## src/hdl/njls_pkg.sv

```systemverilog
package njls_pkg;

    localparam int ID_W   = 8;
    localparam int SVC_W  = 16;
    localparam int TIME_W = 32;

    // Item action codes
    localparam logic ACT_ARRIVE = 1'b0;
    localparam logic ACT_TICK   = 1'b1;

    // One stored job
    typedef struct packed {
        logic [ID_W-1:0]   id;
        logic [SVC_W-1:0]  svc;
        logic [TIME_W-1:0] arr;
    } t_slot;

    // Insertion wavefront handed from cell to cell
    typedef struct packed {
        logic  tok;
        logic  placed;
        t_slot job;
    } t_carry;

    // Shared control seen by every cell
    typedef struct packed {
        logic shift_left;
        logic longest_first;
    } t_cell_ctrl;

    // Result payload, bar the queue occupancy
    typedef struct packed {
        logic              accepted;
        logic              busy;
        logic [ID_W-1:0]   running_id;
        logic              done;
        logic [TIME_W-1:0] finish_time;
        logic [TIME_W-1:0] turnaround;
        logic [TIME_W-1:0] waiting;
    } t_res;

    // True when new key k must sit ahead of stored key e
    function automatic logic goes_before(logic [SVC_W-1:0] k, logic [SVC_W-1:0] e,
                                         logic lf);
        logic r;
        r = lf ? (k > e) : (k < e);
        return r;
    endfunction

endpackage

```

## src/hdl/njls_if.sv

```systemverilog
interface njls_job_if;
    logic                        valid;
    logic                        ready;
    logic                        action;
    logic [njls_pkg::ID_W-1:0]   job_id;
    logic [njls_pkg::SVC_W-1:0]  service_time;

    modport source (output valid, action, job_id, service_time, input ready);
    modport sink   (input valid, action, job_id, service_time, output ready);
endinterface

interface njls_res_if #(parameter int CNT_W = 5);
    logic                        valid;
    logic                        ready;
    logic                        accepted;
    logic                        busy_res;
    logic [njls_pkg::ID_W-1:0]   running_id;
    logic                        done_res;
    logic [njls_pkg::TIME_W-1:0] finish_time;
    logic [njls_pkg::TIME_W-1:0] turnaround;
    logic [njls_pkg::TIME_W-1:0] waiting;
    logic [CNT_W-1:0]            queued_jobs;

    modport source (output valid, accepted, busy_res, running_id, done_res, finish_time,
                    turnaround, waiting, queued_jobs, input ready);
    modport sink   (input valid, accepted, busy_res, running_id, done_res, finish_time,
                    turnaround, waiting, queued_jobs, output ready);
endinterface

interface njls_cfg_if;
    logic valid;
    logic ready;
    logic longest_first;

    modport source (output valid, longest_first, input ready);
    modport sink   (input valid, longest_first, output ready);
endinterface

```

## src/hdl/nonpreemptive_job_length_scheduler_core.sv

```systemverilog
// Channel   Dir  Beat contents
// i_job     in   action, job_id, service_time
// o_res     out  accepted, busy_res, running_id, done_res, finish_time,
//                turnaround, waiting, queued_jobs
// i_cfg     in   longest_first (always ready)
//
// A tick or a rejected arrival is finished in S_IDLE. An accepted arrival
// holds the core in S_WAVE while the insertion wavefront walks the cell row
// one cell per cycle from the head to the first empty slot.
// Reset clears occupancy, time and head remaining; slot contents are left as is.
// The result register lets a new beat enter while the last result is still
// waiting, provided it is taken in the same cycle.
module nonpreemptive_job_length_scheduler_core #(
    parameter int QUEUE_DEPTH = 16
) (
    input  logic        i_clk,
    input  logic        i_rst_n,
    njls_job_if.sink    i_job,
    njls_cfg_if.sink    i_cfg,
    njls_res_if.source  o_res
);
    import njls_pkg::*;

    localparam int CW = $clog2(QUEUE_DEPTH + 1);
    localparam int IW = $clog2(QUEUE_DEPTH);

    typedef enum logic {S_IDLE, S_WAVE} t_state;

    t_state            r_state, n_state;
    logic              r_lf;
    logic [CW-1:0]     r_count, n_count;
    logic [SVC_W-1:0]  r_head_rem, n_head_rem;
    logic [TIME_W-1:0] r_now, n_now;
    logic [IW-1:0]     r_wave_left, n_wave_left;
    t_carry            r_inj, n_inj;
    logic              r_out_valid, n_out_valid;
    t_res              r_res, n_res;
    logic [CW-1:0]     r_q_jobs, n_q_jobs;

    t_slot             w_slot  [QUEUE_DEPTH];
    t_carry            w_carry [QUEUE_DEPTH+1];
    t_cell_ctrl        cell_ctrl;

    logic              job_acc;
    logic              arr_ok;
    logic [TIME_W-1:0] now_inc;
    logic [SVC_W-1:0]  rem_dec;
    logic              head_done;
    logic [TIME_W-1:0] turn;

    assign job_acc   = i_job.valid && i_job.ready;
    assign arr_ok    = (i_job.service_time != '0) && (r_count < CW'(QUEUE_DEPTH));
    assign now_inc   = r_now + 1'b1;
    assign rem_dec   = r_head_rem - 1'b1;
    assign head_done = (r_count != '0) && (rem_dec == '0);
    assign turn      = now_inc - w_slot[0].arr;

    assign i_job.ready = (r_state == S_IDLE) && (!r_out_valid || o_res.ready);
    assign i_cfg.ready = 1'b1;

    assign cell_ctrl.shift_left    = job_acc && (i_job.action == ACT_TICK) && head_done;
    assign cell_ctrl.longest_first = r_lf;

    // Row of cells, head at index 0
    assign w_carry[0] = r_inj;
    for (genvar g = 0; g < QUEUE_DEPTH; g++) begin : g_cell
        t_slot right;
        if (g == QUEUE_DEPTH - 1) begin : g_last
            assign right = w_slot[g];
        end else begin : g_mid
            assign right = w_slot[g+1];
        end
        njls_cell #(.IDX(g), .CW(CW)) u_cell (
            .i_clk   (i_clk),
            .i_rst_n (i_rst_n),
            .i_ctrl  (cell_ctrl),
            .i_count (r_count),
            .i_carry (w_carry[g]),
            .i_right (right),
            .o_carry (w_carry[g+1]),
            .o_slot  (w_slot[g])
        );
    end

    // Next-state and result logic
    always_comb begin
        n_state     = r_state;
        n_count     = r_count;
        n_head_rem  = r_head_rem;
        n_now       = r_now;
        n_wave_left = r_wave_left;
        n_inj       = r_inj;
        n_inj.tok   = 1'b0;
        n_out_valid = r_out_valid && !o_res.ready;
        n_res       = r_res;
        n_q_jobs    = r_q_jobs;

        case (r_state)
            S_IDLE: begin
                if (job_acc) begin
                    n_out_valid = 1'b1;
                    n_res       = '0;
                    n_q_jobs    = r_count;
                    if (i_job.action == ACT_ARRIVE) begin
                        if (arr_ok) begin
                            n_res.accepted = 1'b1;
                            n_q_jobs       = r_count + 1'b1;
                            n_inj.tok      = 1'b1;
                            n_inj.placed   = 1'b0;
                            n_inj.job.id   = i_job.job_id;
                            n_inj.job.svc  = i_job.service_time;
                            n_inj.job.arr  = r_now;
                            n_wave_left    = r_count[IW-1:0];
                            n_state        = S_WAVE;
                            if (r_count == '0) begin
                                n_head_rem = i_job.service_time;
                            end
                        end
                    end else begin
                        n_now = now_inc;
                        if (r_count != '0) begin
                            n_res.busy       = 1'b1;
                            n_res.running_id = w_slot[0].id;
                            n_head_rem       = rem_dec;
                            if (head_done) begin
                                n_res.done        = 1'b1;
                                n_res.finish_time = now_inc;
                                n_res.turnaround  = turn;
                                n_res.waiting     = turn - TIME_W'(w_slot[0].svc);
                                n_count           = r_count - 1'b1;
                                n_q_jobs          = r_count - 1'b1;
                                n_head_rem        = w_slot[1].svc;
                            end
                        end
                    end
                end
            end
            S_WAVE: begin
                // Hold until the wavefront has reached the first free slot
                n_wave_left = r_wave_left - 1'b1;
                if (r_wave_left == '0) begin
                    n_count = r_count + 1'b1;
                    n_state = S_IDLE;
                end
            end
            default: begin
                n_state = S_IDLE;
            end
        endcase
    end

    always_ff @(posedge i_clk) begin
        r_wave_left <= n_wave_left;
        r_res       <= n_res;
        r_q_jobs    <= n_q_jobs;
        if (!i_rst_n) begin
            r_state     <= S_IDLE;
            r_count     <= '0;
            r_now       <= '0;
            r_head_rem  <= '0;
            r_out_valid <= 1'b0;
            r_inj       <= '0;
            r_lf        <= 1'b0;
        end else begin
            r_state     <= n_state;
            r_count     <= n_count;
            r_now       <= n_now;
            r_head_rem  <= n_head_rem;
            r_out_valid <= n_out_valid;
            r_inj       <= n_inj;
            if (i_cfg.valid && i_cfg.ready) begin
                r_lf <= i_cfg.longest_first;
            end
        end
    end

    assign o_res.valid       = r_out_valid;
    assign o_res.accepted    = r_res.accepted;
    assign o_res.busy_res    = r_res.busy;
    assign o_res.running_id  = r_res.running_id;
    assign o_res.done_res    = r_res.done;
    assign o_res.finish_time = r_res.finish_time;
    assign o_res.turnaround  = r_res.turnaround;
    assign o_res.waiting     = r_res.waiting;
    assign o_res.queued_jobs = r_q_jobs;

    // The wavefront always lands before running off the end of the row
    a_no_overrun: assert property (@(posedge i_clk) disable iff (!i_rst_n)
        !w_carry[QUEUE_DEPTH].tok)
        else $error("insertion wavefront left the cell row");

    // Occupancy never exceeds the row length
    a_count_bound: assert property (@(posedge i_clk) disable iff (!i_rst_n)
        r_count <= CW'(QUEUE_DEPTH))
        else $error("queue occupancy out of range");

    // A completing tick drops the occupancy by one
    a_done_pop: assert property (@(posedge i_clk) disable iff (!i_rst_n)
        cell_ctrl.shift_left |=> (r_count == $past(r_count) - 1'b1))
        else $error("completion did not pop the head");

    // No new beat is taken while an insertion is in flight
    a_wave_block: assert property (@(posedge i_clk) disable iff (!i_rst_n)
        (r_state == S_WAVE) |-> !i_job.ready)
        else $error("input taken during insertion");

endmodule

```

## src/hdl/njls_cell.sv

```systemverilog
module njls_cell #(
    parameter int IDX = 0,
    parameter int CW  = 5
) (
    input  logic                 i_clk,
    input  logic                 i_rst_n,
    input  njls_pkg::t_cell_ctrl i_ctrl,
    input  logic [CW-1:0]        i_count,
    input  njls_pkg::t_carry     i_carry,
    input  njls_pkg::t_slot      i_right,
    output njls_pkg::t_carry     o_carry,
    output njls_pkg::t_slot      o_slot
);
    import njls_pkg::*;

    t_slot  r_slot,  n_slot;
    t_carry r_carry, n_carry;
    logic   live;
    logic   ahead;
    logic   take;

    // Slot holds a job when its index lies below the occupancy
    assign live   = CW'(IDX) < i_count;
    // The head slot is never displaced
    assign ahead  = (IDX != 0) && goes_before(i_carry.job.svc, r_slot.svc,
                                              i_ctrl.longest_first);
    assign take   = i_carry.tok && (!live || i_carry.placed || ahead);

    // Shift left on completion, else swap with the passing wavefront
    always_comb begin
        n_slot         = r_slot;
        n_carry.tok    = i_carry.tok && live && !i_ctrl.shift_left;
        n_carry.placed = i_carry.placed || ahead;
        n_carry.job    = (i_carry.placed || ahead) ? r_slot : i_carry.job;
        if (i_ctrl.shift_left) begin
            n_slot = i_right;
        end else if (take) begin
            n_slot = i_carry.job;
        end
    end

    always_ff @(posedge i_clk) begin
        r_slot <= n_slot;
        if (!i_rst_n) begin
            r_carry <= '0;
        end else begin
            r_carry <= n_carry;
        end
    end

    assign o_carry = r_carry;
    assign o_slot  = r_slot;

endmodule
```

## src/flat_wrapper.sv

```systemverilog
// flat-port wrapper written by rule: the top's interface ports become plain ports
module nonpreemptive_job_length_scheduler_core_flat import njls_pkg::*;
#(
    parameter int QUEUE_DEPTH = 16
)
  (i_clk, i_rst_n, i_job_valid, i_job_action, i_job_job_id, i_job_service_time, i_job_ready, i_cfg_valid, i_cfg_longest_first, i_cfg_ready, o_res_valid, o_res_accepted, o_res_busy_res, o_res_running_id, o_res_done_res, o_res_finish_time, o_res_turnaround, o_res_waiting, o_res_queued_jobs, o_res_ready);
  njls_job_if i_job_i ();
  njls_cfg_if i_cfg_i ();
  njls_res_if o_res_i ();
  input  logic i_clk;
  input  logic i_rst_n;
  input wire logic [$bits(i_job_i.valid)-1:0] i_job_valid;
  input wire logic [$bits(i_job_i.action)-1:0] i_job_action;
  input wire logic [$bits(i_job_i.job_id)-1:0] i_job_job_id;
  input wire logic [$bits(i_job_i.service_time)-1:0] i_job_service_time;
  output wire logic [$bits(i_job_i.ready)-1:0] i_job_ready;
  input wire logic [$bits(i_cfg_i.valid)-1:0] i_cfg_valid;
  input wire logic [$bits(i_cfg_i.longest_first)-1:0] i_cfg_longest_first;
  output wire logic [$bits(i_cfg_i.ready)-1:0] i_cfg_ready;
  output wire logic [$bits(o_res_i.valid)-1:0] o_res_valid;
  output wire logic [$bits(o_res_i.accepted)-1:0] o_res_accepted;
  output wire logic [$bits(o_res_i.busy_res)-1:0] o_res_busy_res;
  output wire logic [$bits(o_res_i.running_id)-1:0] o_res_running_id;
  output wire logic [$bits(o_res_i.done_res)-1:0] o_res_done_res;
  output wire logic [$bits(o_res_i.finish_time)-1:0] o_res_finish_time;
  output wire logic [$bits(o_res_i.turnaround)-1:0] o_res_turnaround;
  output wire logic [$bits(o_res_i.waiting)-1:0] o_res_waiting;
  output wire logic [$bits(o_res_i.queued_jobs)-1:0] o_res_queued_jobs;
  input wire logic [$bits(o_res_i.ready)-1:0] o_res_ready;
  assign i_job_i.valid = i_job_valid;
  assign i_job_i.action = i_job_action;
  assign i_job_i.job_id = i_job_job_id;
  assign i_job_i.service_time = i_job_service_time;
  assign i_job_ready = i_job_i.ready;
  assign i_cfg_i.valid = i_cfg_valid;
  assign i_cfg_i.longest_first = i_cfg_longest_first;
  assign i_cfg_ready = i_cfg_i.ready;
  assign o_res_valid = o_res_i.valid;
  assign o_res_accepted = o_res_i.accepted;
  assign o_res_busy_res = o_res_i.busy_res;
  assign o_res_running_id = o_res_i.running_id;
  assign o_res_done_res = o_res_i.done_res;
  assign o_res_finish_time = o_res_i.finish_time;
  assign o_res_turnaround = o_res_i.turnaround;
  assign o_res_waiting = o_res_i.waiting;
  assign o_res_queued_jobs = o_res_i.queued_jobs;
  assign o_res_i.ready = o_res_ready;
  nonpreemptive_job_length_scheduler_core #(.QUEUE_DEPTH(QUEUE_DEPTH)) u_core (.i_clk(i_clk), .i_rst_n(i_rst_n), .i_job(i_job_i), .i_cfg(i_cfg_i), .o_res(o_res_i));
endmodule
```

## config.mk

```make
export PLATFORM = sky130hd
export DESIGN_NAME = nonpreemptive_job_length_scheduler_core_flat
export DESIGN_NICKNAME = d
export VERILOG_FILES = /design/src/hdl/njls_pkg.sv /design/src/hdl/njls_if.sv /design/src/hdl/nonpreemptive_job_length_scheduler_core.sv /design/src/hdl/njls_cell.sv /design/src/flat_wrapper.sv
export SDC_FILE = /design/constraint.sdc
export NUM_CORES = 2
export LEC_CHECK = 0
export BUFFER_PORTS_ARGS = -buffer_cell sky130_fd_sc_hd__buf_4
export CAP_MARGIN = 25
export CORE_MARGIN = 2
export CORE_UTILIZATION = 55
export CTS_CLUSTER_SIZE = 20
export DETAILED_ROUTE_END_ITERATION = 6
export GPL_TIMING_DRIVEN = 1
export PLACE_DENSITY = 0.71
export RECOVER_POWER = 100
export SYNTH_ARGS = -nofsm -noshare
export SYNTH_HDL_FRONTEND = slang
export SYNTH_SLANG_ARGS = --single-unit
```

## constraint.sdc

```tcl
create_clock -name i_clk -period 12.03 [get_ports i_clk]
set_clock_uncertainty 0.1 [all_clocks]
set_input_delay 0.6015 -clock i_clk [delete_from_list [all_inputs] [get_ports i_clk]]
set_output_delay 0.6015 -clock i_clk [all_outputs]
set_load 0.02 [all_outputs]
```

# == After elaboration in Yosys (flattened, before gate mapping) ==
# Cells that the tools add are included.
# classes
addsub,7
n_mul,0
div,0
order_cmp,47
eq_ne,6
shift,0
mux,86
bitwise,5
n_reduce_logical,147
# ops
op,count
$mux 56,44
$gt 16x16->1,15
$lt 16x16->1,15
$mux 106,1
$mux 97,1
$mux 16,5
$mux 58,1
$logic_and 1x1->1,53
$logic_or 1x1->1,43
$lt 4x5->1 const A,8
$mux 5,7
$reduce_bool 2->1,17
$add 32x1->32 const B,1
$sub 32x16->32,1
$sub 32x32->32,1
$mux 1,21
$lt 3x5->1 const A,4
$logic_not 1->1,19
$logic_not 16->1,1
$reduce_bool 16->1,1
$sub 16x1->16 const B,1
$mux 4,3
$reduce_and 3->1,4
$lt 1x5->1 const A,2
18 further kinds,29
# totals
reg_bits,1994
latch_bits,0
mem_bits_rw,0
romBits,0
wordCells,439
n_memories,0

# == Depth between registers and ports, before layout ==
# depth
word_depth,8
mapped_depth,25

# == Hierarchy ==
# A second synthesis with hierarchy kept.
# hier_totals
hier_cells,7374
area_unflattened_um2,89281.9
# modules_own_cells
module,n_inst,cells_per_inst,area_each_um2,seq_area_each_um2
nonpreemptive_job_length_scheduler_core,1,1471,13007.5,5745.5
njls_cell at u_core.g_cell[14].u_cell ...,2,430,5027.3,2842.7
njls_cell at u_core.g_cell[11].u_cell ...,2,414,4879.7,2842.7
njls_cell at u_core.g_cell[10].u_cell ...,2,318,4584.4,2842.7
njls_cell at u_core.g_cell[13].u_cell ...,2,317,4578.1,2842.7
njls_cell at u_core.g_cell[8].u_cell,1,429,5042.3,2842.7
njls_cell at u_core.g_cell[9].u_cell,1,429,5041.1,2842.7
njls_cell at u_core.g_cell[15].u_cell,1,413,4880.9,2842.7
njls_cell at u_core.g_cell[7].u_cell,1,414,4873.4,2842.7
njls_cell at u_core.g_cell[4].u_cell,1,318,4581.9,2842.7
njls_cell at u_core.g_cell[2].u_cell,1,317,4580.6,2842.7
njls_cell at u_core.g_cell[5].u_cell,1,317,4579.4,2842.7
njls_cell at u_core.g_cell[0].u_cell,1,308,4555.6,2842.7

# == Least setup slack after synthesis ==
# No wires, ideal clock.
# synth_timing
path_type,input-to-reg
startpoint,in i_job_valid
endpoint,"reg u_core.g_cell[9].u_cell.r_slot (netlist bit u_core.g_cell[9].u_cell.o_slot[0]), enable pin"
setup_ps,503
t_arrival_ps,9449
required_ps,11427
setup_slack_ps,1978
cell_stages,6
path_buffers,2
cell_sequence,nand2b_1 -> nor2_1 -> nand3_1 -> clkbuf_1 -> clkbuf_1 -> a31oi_1
# synth_between
elab_chain_cells,4
# synth_rtl
element,line,text
start: declaration,flat_wrapper.sv:12,input wire logic [$bits(i_job_i.valid)-1:0] i_job_valid;
$logic_and 1x1->1,nonpreemptive_job_length_scheduler_core.sv:51,assign job_acc = i_job.valid && i_job.ready;
$logic_and 1x1->1 (2 in a row),nonpreemptive_job_length_scheduler_core.sv:61,assign cell_ctrl.shift_left = job_acc && (i_job.action == ACT_TICK) && head_done;
$reduce_bool 2->1 (no source line),n/a,
end signal: assignment,njls_cell.sv:43,r_slot <= n_slot;
end: declaration,njls_cell.sv:16,"t_slot r_slot, n_slot;"
# No other way between the ends.
# A chain may end at the register's enable or synchronous reset.

# == Final worst setup path ==
# layout_timing
startpoint,in i_rst_n
endpoint,reg u_core.g_cell[14].u_cell.r_carry (netlist bit u_core.g_cell[14].u_cell.o_carry[13])
# layout_rtl
element,line,text
start: declaration,flat_wrapper.sv:11,input logic i_rst_n;
end signal: assignment,njls_cell.sv:47,r_carry <= n_carry;
end: declaration,njls_cell.sv:17,"t_carry r_carry, n_carry;"
# No word-level cell between the ends.

==> flow_summary_export.csv <==
group,metric,value,unit
finish,drive_gt1_share,5.171,%
min_path,whs_endpoint,"u_core.r_head_rem[0]",
sta,tns,0,ns
logic_synthesis,synth_nets,9394,
logic_synthesis,ys_seq_area_share,57.31,%
sta,hold_viol,0,
logic_synthesis,ys_warn_count,0,
logic_synthesis,netlist_instances,9067,
place,gp_congestion,0.9078,
cts,h-tree-depth,4,
logic_synthesis,synth_top_area_share,34.80,%
finish,area_growth_syn_to_layout,9.706,%
cts,cts_resized,0,
global_routing,grt_use_total,28.69,%
finish,fin_nets,9314,
global_routing,antenna_found_initial,1,
setup_path,criticalPathCategory,"input pin to flop",
cts,cts_tree,"yes",
cts,cts_buffer_depth,3,
cts,cts_buffers,201,
sta,setup_viol,0,
setup_path,worstReg2RegStart,"u_core.r_head_rem[2]",
setup_path,critPathCaptureType,"flop",
global_routing,grt_max_degree,199,
setup_path,critPathLaunchType,"input pin",
sta,period_share,76.58,%
setup_path,r2r-end,"u_core.g_cell[14].u_cell.o_slot[11]",
sta,final_max_slew_viol_count,1442,
sta,timing.fmax,0.1085,GHz
run,cap_violations,25,
logic_synthesis,synth_edf_count,1012,
setup_path,regToRegSetupSlack,2.85,ns
cts,clock-root-buffer,"clkbuf_16",
routing,drtIter0Drc,5339,
power,ir_worst_vdd,0.0001536,V
global_routing,grt_pass1_wl,366.1,mm
min_path,hold_path_depth,2,
sta,rsz0062_at_grt,"false",
floorplanning,dieHeight,402.5,um
finish,fillers,13456,
min_path,hold_class,"input pin to flop",
outcome,outcome,"finished, violations left",
logic_synthesis,avgSynthCellArea,9.632,um^2
logic_synthesis,netlist_area,0.08733,mm^2
sta,period_minus_slack,9.213,ns
global_routing,grt_remaining_overflow,0,
logic_synthesis,ys_async_sr_fraction,0,%
cts,clock-sinks,1994,
routing,first_pass_iters,7,
floorplanning,rows,146,
sta,max_slew.worst_pin.slew,6.396,ns
place,io_buffers,144,
cts,postCtsSetupBuffers,0,
place,hpwl,149.5,mm
setup_path,crit_required,12.66,ns
routing,drc,6,
cts,clkLatencyLatePin,0.83,ns
logic_synthesis,synth_flop_cell,"edfxtp_1",
place,dp.cells,10830,
routing,final_antenna_net_count,0,
floorplanning,design.die.area,0.1620,mm^2
cts,cts.clk_slew.worst_paths,0.06,ns
routing,vias_per_cell,5.616,
sta,slew_headroom,-326.4,%
logic_synthesis,synth.largest_area_cell,"edfxtp_1",
logic_synthesis,yosys.cell_types.count,81,
outcome,violations,"DRC, capacitance limit, slew limit",
routing,wire_per_inst,20.98,um
floorplanning,die_w,402.5,um
setup_path,worstPathArrival,9.84,ns
floorplanning,boundaryPins,146,
global_routing,grt_pass1_vias,62225,
finish,stdcell_count,11238,
floorplanning,start_util,55.27,%
power,p_leak,40.44,nW
min_path,worstHoldStart,"i_job_action",
routing,via_count,63107,
logic_synthesis,ys_ff_latch,1994,
logic_synthesis,ys_top_cells_by_area,"edfxtp_1 35%, dfxtp_1 23%, nand2_1 13%, mux2i_1 5.8%, ha_1 4.2%",
setup_path,reg2regPathDepth,11,
finish,multiInputGateArea,0.03339,mm^2
finish,num_antenna_cells,0,
floorplanning,coreArea,0.1580,mm^2
routing,detail_route.wirelength,235.8,mm
setup_path,cp_max_fo,134,
power,cellPowerDensity,157.5,mW/mm^2
finish,final-seq-area,0.05005,mm^2
[state kept, by name (all words and copies together), names as in the netlist]
name	cells
u_core.g_cell.u_cell.o_carry	869
u_core.g_cell.u_cell.o_slot	896
u_core.o_res.accepted	1
u_core.o_res.busy_res	1
u_core.o_res.done_res	1
u_core.o_res.finish_time	32
u_core.o_res.queued_jobs	5
u_core.o_res.running_id	8
u_core.o_res.turnaround	32
u_core.o_res.valid	1
u_core.o_res.waiting	32
u_core.r_count	5
u_core.r_head_rem	16
u_core.r_inj	57
u_core.r_lf	1
u_core.r_now	32
u_core.r_state	1
u_core.r_wave_left	4
[placed cells by master, fill, tap and decap left out, types with 25 or more instances in the layout]
cell / synthesis / layout
dfxtp_1: 982 / 981
o21ai_0: 402 / 551
a21o_1: 65 / 65
o31ai_1: 29 / 29
mux2i_1: 510 / 510
nand3_1: 273 / 272
clkinv_2: 0 / 45
nand2_1: 3051 / 3050
and2_1: 127 / 52
nand2b_1: 31 / 32
nor2_1: 502 / 497
a2111oi_0: 20 / 25
ha_1: 294 / 294
buf_4: 2 / 75
xnor2_1: 60 / 60
a211oi_1: 36 / 36
edfxtp_1: 1012 / 1012
and2_0: 0 / 75
dlygate4sd3_1: 0 / 25
clkbuf_8: 0 / 38
inv_1: 321 / 322
o21a_1: 27 / 27
nor2b_1: 31 / 31
clkbuf_16: 0 / 207
xor2_1: 58 / 58
nand4_1: 63 / 63
nor3_1: 51 / 48
a21oi_1: 240 / 237
clkbuf_1: 375 / 165
[cell families after synthesis]
family / count (synthesis) / share of synthesized area, %
compound gates: 1062 / 7.609
flops: 1994 / 57.31
other cells: 1 / 0.004294
fa+ha+maj: 296 / 4.258
buf+inv: 856 / 3.997
xor+xnor: 118 / 1.183
mux: 513 / 5.884
simple gates: 4227 / 19.76
[synthesized netlist by cell type, drive strengths merged (19+ instances only)]
library cell	count
a2111oi	26
a211oi	37
a21o	65
a21oi	241
and2	127
buf	154
clkbuf	379
dfxtp	982
edfxtp	1012
ha	294
inv	322
mux2i	510
nand2	3053
nand2b	32
nand3	273
nand4	63
nor2	503
nor2b	31
nor3	51
o211ai	19
o21a	27
o21ai	556
o31ai	29
xnor2	60
xor2	58
[area by class of cell]
class	instances	share of cell area, %
timing repair buffer	250	1.649
sequential	1994	52.24
multi-input combinational	6217	34.85
inverter	323	1.273
tap	2072	2.706
clock inverter	109	1.221
clock buffer	273	6.062
[what timing repair did]
action	in CTS	in global routing
hold endpoints to repair	30	0
hold buffers	25	0
setup endpoints to repair	0	0
[where the power goes]
group / internal [mW] / switching, mW / total, mW
logic: 0.363 / 0.686 / 1.05
clock network: 3.81 / 2.74 / 6.54
registers: 7.34 / 0.154 / 7.50
[worst max path at each step]
stage,from,cells past startpoint,slack (ns),endpoint
3_5_place_dp,u_core.r_now[0],25,5.19,u_core.o_res.waiting[24]
5_1_grt,i_rst_n,6,2.28,u_core.g_cell[14].u_cell.o_carry[13]
2_1_floorplan,i_job_valid,6,1.98,u_core.g_cell[9].u_cell.o_slot[0]
3_3_place_gp,u_core.r_now[0],25,5.18,u_core.o_res.waiting[28]
6_report,i_rst_n,6,2.82,u_core.g_cell[14].u_cell.o_carry[13]
4_1_cts,u_core.r_now[0],25,5.17,u_core.o_res.waiting[24]
[per-stage QoR]
step / area [um^2] / hold slack [ns] / util, % / power, mW / setup WS [ns]
2_1_floorplan: 87330 / 0.2855 / - / 8.333 / 1.978
3_3_place_gp: 89690 / 0.2863 / 56.76 / 8.678 / 5.179
3_5_place_dp: 89750 / 0.2897 / 56.80 / 8.694 / 5.193
4_1_cts: 96980 / 0.05143 / 61.37 / 15.19 / 5.167
5_1_grt: 95810 / 0.1304 / 60.63 / 15.55 / 2.282
6_report: 95810 / 0.1136 / 60.63 / 15.09 / 2.817
[worst max-delay path, stage by stage]
cell and delay (ns):
clkbuf_1 4.29, inv_8 1.42, clkbuf_1 1.55, clkbuf_1 0.87, buf_16 0.45, a21oi_1 0.21
[per-layer routing]
metal / part of all wire, % / vias up / wire length (um) / GRT usage (%)
met4: 3.9 / 0 / 9227 / 11.19
met1: 44 / 30639 / 103000 / 38.38
li1: - / 30215 / - / -
met5: 0 / - / 0 / 0
met2: 47 / 1813 / 111800 / 47.66
met3: 5.0 / 440 / 11840 / 3.589
Power figures use the tool's default switching activity.
